File: src/hdl/sks_pkg.sv
// ----------------------------------------------------------------------------
// sks_pkg
// Shared constants and types for the stable descending key sorter.
// ----------------------------------------------------------------------------
package sks_pkg;

    localparam int unsigned MAX_ITEMS = 16;
    localparam int unsigned ADDR_W    = $clog2(MAX_ITEMS);
    localparam int unsigned CNT_W     = $clog2(MAX_ITEMS + 1);
    localparam int unsigned KEY_W     = 32;
    localparam int unsigned TAG_W     = 4;

    typedef struct packed {
        logic signed [KEY_W-1:0] key;
        logic [TAG_W-1:0]        tag;
    } t_entry;

    typedef struct packed {
        logic              en;
        logic [ADDR_W-1:0] addr;
        t_entry            data;
    } t_wr_req;

    typedef enum logic [1:0] {
        S_IDLE,
        S_INS,
        S_EMIT
    } t_state;

endpackage

File: src/hdl/sks_store.sv
// ----------------------------------------------------------------------------
// sks_store
// Entry memory: one write port, one read port with registered read data.
// ----------------------------------------------------------------------------
module sks_store (
    input  logic                         i_clk,
    input  sks_pkg::t_wr_req             i_wr,
    input  logic [sks_pkg::ADDR_W-1:0]   i_rd_addr,
    output sks_pkg::t_entry              o_rd_data
);
    import sks_pkg::*;

    t_entry r_mem [MAX_ITEMS];
    t_entry r_rd;

    always_ff @(posedge i_clk) begin
        if (i_wr.en) begin
            r_mem[i_wr.addr] <= i_wr.data;
        end
    end

    always_ff @(posedge i_clk) begin
        r_rd <= r_mem[i_rd_addr];
    end

    assign o_rd_data = r_rd;

endmodule

File: src/hdl/stable_descending_key_sorter.sv
// ----------------------------------------------------------------------------
// stable_descending_key_sorter
// Collects a list of keyed entries and emits it sorted by key, largest first,
// with equal keys kept in arrival order. Entries beyond capacity are dropped
// and flagged on every result of that list.
// ----------------------------------------------------------------------------
//  channel   handshake                      payload
//  input     start (in), busy (out)         i_order_key, i_item_tag, i_last_in
//  result    o_valid strobe, one cycle      o_sorted_key, o_sorted_tag,
//                                           o_last_out, o_overflowed
//
//  An entry is transferred when start is high and busy is low. Inserting into
//  a list of stored entries walks the memory read port from the tail, one entry
//  at a time, and stops where the new key does not move past the entry read or
//  at the head. A list end then emits the stored entries, one read per cycle.
//  Reset is synchronous, active low, and empties the list; no clearing pass.
//  The receiver cannot stall: each result shows for exactly one cycle.
// ----------------------------------------------------------------------------
module stable_descending_key_sorter (
    input  logic                              i_clk,
    input  logic                              i_rst_n,
    input  logic                              start,
    output logic                              busy,
    input  logic signed [sks_pkg::KEY_W-1:0]  i_order_key,
    input  logic [sks_pkg::TAG_W-1:0]         i_item_tag,
    input  logic                              i_last_in,
    output logic                              o_valid,
    output logic signed [sks_pkg::KEY_W-1:0]  o_sorted_key,
    output logic [sks_pkg::TAG_W-1:0]         o_sorted_tag,
    output logic                              o_last_out,
    output logic                              o_overflowed
);
    import sks_pkg::*;

    t_state            r_state, n_state;
    logic [CNT_W-1:0]  r_cnt, n_cnt;
    logic              r_ovf, n_ovf;
    logic [ADDR_W-1:0] r_ptr, n_ptr;
    t_entry            r_new, n_new;
    logic              r_last, n_last;
    logic              r_oval, n_oval;
    logic              r_olast, n_olast;
    logic              r_oovf, n_oovf;

    t_wr_req           wr;
    logic [ADDR_W-1:0] rd_addr;
    t_entry            rd_data;

    logic              accept;
    logic              full;
    logic              cnt_empty;
    logic              ins_at_head;
    logic              ins_shift;
    logic              ins_done;
    logic              emit_end;

    sks_store u_store (
        .i_clk     (i_clk),
        .i_wr      (wr),
        .i_rd_addr (rd_addr),
        .o_rd_data (rd_data)
    );

    assign busy        = (r_state != S_IDLE);
    assign accept      = start && (r_state == S_IDLE);
    assign full        = (r_cnt == CNT_W'(MAX_ITEMS));
    assign cnt_empty   = (r_cnt == '0);
    assign ins_at_head = (r_ptr == '0);
    assign ins_shift   = !ins_at_head && ($signed(rd_data.key) < $signed(r_new.key));
    assign ins_done    = (r_state == S_INS) && !ins_shift;
    assign emit_end    = (CNT_W'(r_ptr) + CNT_W'(1)) == r_cnt;

    // next state
    always_comb begin
        n_state = r_state;
        case (r_state)
            S_IDLE: begin
                if (accept) begin
                    if (full || cnt_empty) begin
                        n_state = i_last_in ? S_EMIT : S_IDLE;
                    end else begin
                        n_state = S_INS;
                    end
                end
            end
            S_INS: begin
                if (ins_done) begin
                    n_state = r_last ? S_EMIT : S_IDLE;
                end
            end
            S_EMIT: begin
                if (emit_end) begin
                    n_state = S_IDLE;
                end
            end
            default: n_state = S_IDLE;
        endcase
    end

    // datapath and memory control
    always_comb begin
        n_cnt   = r_cnt;
        n_ovf   = r_ovf;
        n_ptr   = r_ptr;
        n_new   = r_new;
        n_last  = r_last;
        n_oval  = 1'b0;
        n_olast = 1'b0;
        n_oovf  = r_oovf;
        wr      = '0;
        rd_addr = '0;
        case (r_state)
            S_IDLE: begin
                if (accept) begin
                    n_new.key = i_order_key;
                    n_new.tag = i_item_tag;
                    n_last    = i_last_in;
                    n_ptr     = '0;
                    if (full) begin
                        // drop the entry, remember it for this list
                        n_ovf = 1'b1;
                    end else if (cnt_empty) begin
                        wr.en       = 1'b1;
                        wr.addr     = '0;
                        wr.data.key = i_order_key;
                        wr.data.tag = i_item_tag;
                        n_cnt       = CNT_W'(1);
                    end else begin
                        // start the walk at the tail
                        n_ptr   = r_cnt[ADDR_W-1:0];
                        rd_addr = ADDR_W'(r_cnt - CNT_W'(1));
                    end
                end
            end
            S_INS: begin
                wr.en   = 1'b1;
                wr.addr = r_ptr;
                if (ins_shift) begin
                    // move the smaller entry down one place, read the next
                    wr.data = rd_data;
                    n_ptr   = r_ptr - ADDR_W'(1);
                    rd_addr = r_ptr - ADDR_W'(2);
                end else begin
                    wr.data = r_new;
                    n_cnt   = r_cnt + CNT_W'(1);
                    n_ptr   = '0;
                end
            end
            S_EMIT: begin
                rd_addr = r_ptr;
                n_oval  = 1'b1;
                n_oovf  = r_ovf;
                if (emit_end) begin
                    n_olast = 1'b1;
                    n_cnt   = '0;
                    n_ovf   = 1'b0;
                end else begin
                    n_ptr = r_ptr + ADDR_W'(1);
                end
            end
            default: begin
                n_cnt = '0;
                n_ovf = 1'b0;
            end
        endcase
    end

    always_ff @(posedge i_clk) begin
        if (!i_rst_n) begin
            r_state <= S_IDLE;
            r_cnt   <= '0;
            r_ovf   <= 1'b0;
            r_ptr   <= '0;
            r_oval  <= 1'b0;
            r_olast <= 1'b0;
            r_oovf  <= 1'b0;
        end else begin
            r_state <= n_state;
            r_cnt   <= n_cnt;
            r_ovf   <= n_ovf;
            r_ptr   <= n_ptr;
            r_oval  <= n_oval;
            r_olast <= n_olast;
            r_oovf  <= n_oovf;
        end
    end

    always_ff @(posedge i_clk) begin
        r_new  <= n_new;
        r_last <= n_last;
    end

    assign o_valid      = r_oval;
    assign o_sorted_key = rd_data.key;
    assign o_sorted_tag = rd_data.tag;
    assign o_last_out   = r_olast;
    assign o_overflowed = r_oovf;

    a_cnt_bound: assert property (@(posedge i_clk) disable iff (!i_rst_n)
        r_cnt <= CNT_W'(MAX_ITEMS))
        else $error("entry count beyond capacity");

    a_ins_range: assert property (@(posedge i_clk) disable iff (!i_rst_n)
        (r_state == S_INS) |-> (CNT_W'(r_ptr) <= r_cnt) && !full)
        else $error("insert pointer outside the stored list");

    a_valid_from_emit: assert property (@(posedge i_clk) disable iff (!i_rst_n)
        o_valid |-> $past(r_state) == S_EMIT)
        else $error("result strobe outside an emit run");

    a_run_contiguous: assert property (@(posedge i_clk) disable iff (!i_rst_n)
        (o_valid && !o_last_out) |=> o_valid)
        else $error("emit run broken before its last result");

    a_last_clears: assert property (@(posedge i_clk) disable iff (!i_rst_n)
        o_last_out |-> o_valid && cnt_empty && !r_ovf)
        else $error("list not emptied after last result");

endmodule

File: config.mk
export PLATFORM = sky130hd
export DESIGN_NAME = stable_descending_key_sorter
export DESIGN_NICKNAME = d
export VERILOG_FILES = /design/src/hdl/sks_pkg.sv /design/src/hdl/sks_store.sv /design/src/hdl/stable_descending_key_sorter.sv
export SDC_FILE = /design/constraint.sdc
export NUM_CORES = 1
export LEC_CHECK = 0
export BUFFER_PORTS_ARGS = -buffer_cell sky130_fd_sc_hd__buf_2
export CORE_MARGIN = 2
export CORE_UTILIZATION = 28
export CTS_BUF_LIST = sky130_fd_sc_hd__clkbuf_4 sky130_fd_sc_hd__clkbuf_8 sky130_fd_sc_hd__clkbuf_16
export CTS_CLUSTER_DIAMETER = 50
export CTS_CLUSTER_SIZE = 25
export DETAILED_ROUTE_END_ITERATION = 8
export PLACE_DENSITY_LB_ADDON = 0.25
export SLEW_MARGIN = 0
export SYNTH_ARGS = -nofsm -noshare
export SYNTH_HDL_FRONTEND = slang
export SYNTH_SLANG_ARGS = --single-unit
File: constraint.sdc
create_clock -name i_clk -period 8.1 [get_ports i_clk]
set_clock_uncertainty 0.05 [all_clocks]
set_input_delay 0.81 -clock i_clk [delete_from_list [all_inputs] [get_ports i_clk]]
set_output_delay 0.81 -clock i_clk [all_outputs]
set_load 0.02 [all_outputs]
==> impl_metrics.tcl <==
set metrics [dict create \
    worstSetupEndpointType "flop" \
    drtIter0Drc 1696 \
    drv_slew 0 \
    synth_ff_type "edfxtp_1" \
    power_switching_w 0.00470 \
    grt_pass1_wl_mm 130 \
    clock.fmax_mhz 178 \
    firstDrtPassIters 5 \
    ys_seq_area_share_pct 69.2 \
    cts_sinks 664 \
    row_count 116 \
    ant_nets 0 \
    grt_pass1_vias 18100 \
    p_seq_share_pct 36.6 \
    seq_area_mm2 0.0194 \
    setup_viol_count_final 0 \
    grt_overflow_total 0 \
    cts_inserted_buffers 79 \
    io_buffers 79 \
    synth-seq-cells 664 \
    rr_worst_depth 13 \
    fin_crit_sh_pct 69.4 \
    nets 2238 \
    combPwrFrac_pct 33.7 \
    multi_input_area_mm2 0.00776 \
    num-fill-cells 9708 \
    synth_edf_count 613 \
    synthCells 2068 \
    clk_latency_ps 640 \
    postCtsSetupRepairBufs 0 \
    setup_tns_ps 0 \
    worst-path-max-fanout 48 \
    syn-num-nets 2151 \
    place_area_mm2 0.0302 \
    p_int_w 0.00771 \
    arrival_ps 6080 \
    worst_setup_path_start_kind "flop" \
    clkPwrFrac_pct 29.7 \
    status "completed" \
    synth_area_per_cell_um2 13.6 \
    grt_max_degree 74 \
    root_buffer "clkbuf_16" \
    synth.distinct_cells 60 \
    num_vias 18400 \
    cap_violations 0 \
    antenna_found_initial 4 \
    clkSlewWorstSetupHoldPaths_ps 70 \
    h-tree-depth 3 \
    leakagePower_nw 11.0 \
    dp_hpwl_mm 46.1 \
    cts_hold_buf 0 \
    switching_share_pct 37.9 \
    synth_warnings 0 \
    final_layout_size_suffix_gt1_share_pct 16.8 \
    rsz0062_at_grt "false" \
    dieArea_mm2 0.103 \
    wirelength_mm 90.6 \
    die_h_um 321 \
    cts_resized 0 \
    clk_path_buf_depth 3 \
    hp-class "input port to flop" \
    cts_tree "done" \
    cp.required_ps 8560 \
    synthArstFlopShare_pct 0 \
    routedWlPerCell_um 25.8 \
    track_usage_pct 17.4 \
    place_congestion 0.769 \
    period_needed_ps 5620 \
    ios 80 \
    drc_errors 0 \
    setup.worst_path.class "flop to flop" \
    irDropWorstVdd_mv 0.369 \
    n_antenna_cell 0 \
    start_util_pct 28.2 \
    hold_viol_final 0 \
    core_mm2 0.0997 \
    relSlewSlack_pct 20.7 \
    die_x_um 321 \
    p_per_area_mw_per_mm2 376 \
    postLayoutCellArea_mm2 0.0330 \
    min_path_cells 1 \
    tightest_slew_ps 1190 \
    syn_to_final_growth_pct 17.5 \
    syn_area_mm2 0.0281 \
    vias_per_cell 5.23 \
]
[synthesized netlist by cell type, drive strengths merged (35+ instances only)]
cell type	n	area (um2)
a21oi	54	270
a221oi	72	818
buf	55	338
clkbuf	96	364
dfxtp	51	1020
edfxtp	613	18400
ha	43	538
inv	115	432
mux2i	108	1080
nand2	175	657
nand3	50	250
nor2	97	367
nor3	80	400
o2111ai	38	339
o211ai	76	571
o21ai	160	801
o32a	35	350
or3	74	463
[per-layer routing]
layer	wire (um)	share of wire (%)	up-vias	GRT usage, %
li1	-	-	8112	-
met1	39600	44	9432	23.6
met2	42300	47	710	28.3
met3	6240	6.9	147	3.16
met4	2440	2.7	0	5.03
met5	0	0	-	0
[cells by family after synthesis]
group	Yosys count	share of synthesized area [%]
simple gates	508	8.39
fa+ha+maj	43	1.92
flops	664	69.2
xor+xnor	8	0.298
mux	109	3.89
compound gates	470	12.3
buf+inv	266	4.04
[critical path: stages, from the launching register on]
cell	delay (ps)
edfxtp_1	360
inv_1	50
ha_1	280
nand2_1	160
o21ai_0	640
a22oi_1	320
a21boi_0	560
or4_1	460
o31a_2	680
buf_4	670
nand2b_4	600
a21oi_1	310
a221oi_1	130
o32a_1	190
[layout by cell type, fill, tap and decap left out, types with 6 or more instances in the layout]
cell and count:
nor2_1 82, ha_1 42, nor2_4 15, inv_1 113
a21boi_0 6, clkbuf_4 6, a221oi_2 30, o211ai_1 76
o211a_1 6, dfxtp_1 51, nand3_1 50, nor3_1 76
inv_8 9, o21ai_0 159, mux2i_1 108, o32a_1 35
o2111ai_1 37, nand2_1 173, clkbuf_16 80, edfxtp_1 613
clkinv_4 10, buf_2 79, or3_1 74, a21oi_1 53
buf_4 76, inv_6 17, a221oi_1 42
[registers in the layout, indices dropped and copies added, names as in the netlist]
register	count
o_last_out	1
u_store.r_mem	576
u_store.o_rd_data	36
r_new	36
r_ovf	1
o_valid	1
o_overflowed	1
r_last	1
r_ptr	4
r_cnt	5
r_state	2
[metrics by stage]
step                      power (W)  util, %  std cells  hold slack [ps]  worst slack, ps
after floorplan             0.00717        -       2068              405             3870
after global placement      0.00873     30.3       3372              435             2710
after detailed placement    0.00879     30.3       3372              441             2670
after CTS                    0.0125     33.1       3520              276             2600
after global routing         0.0130     33.1       3520              287             2320
final                        0.0124     33.1       3520              315             2480
[area by class of cell]
type                       instances  share of cell area [%]
multi-input combinational       1138                    23.5
inverter                         115                    1.31
tap                             1298                    4.92
clock buffer                      89                    6.33
sequential                       664                    58.9
timing repair buffer             157                    3.05
clock inverter                    59                    2.03
[path summary, 6_finish.rpt]
kind / start / to / slack, ps
setup / recovery: r_new[23] / u_store.o_rd_data[35] / 2480
hold / removal: i_order_key[17] / r_new[21] / 310
setup reg to reg: r_new[23] / u_store.o_rd_data[35] / 2480
hold reg to reg: r_ovf / r_ovf / 450
[power by group through the flow]
stage / Combinational [W] / Clock, W / Sequential, W
floorplan: 0.00253 / 0 / 0.00464
global placement: 0.00412 / 0 / 0.00461
detailed placement: 0.00418 / 0 / 0.00461
CTS: 0.00419 / 0.00375 / 0.00454
global route: 0.00451 / 0.00389 / 0.00457
finish: 0.00419 / 0.00368 / 0.00454
Note: power is estimated with default switching activity, not from simulation.
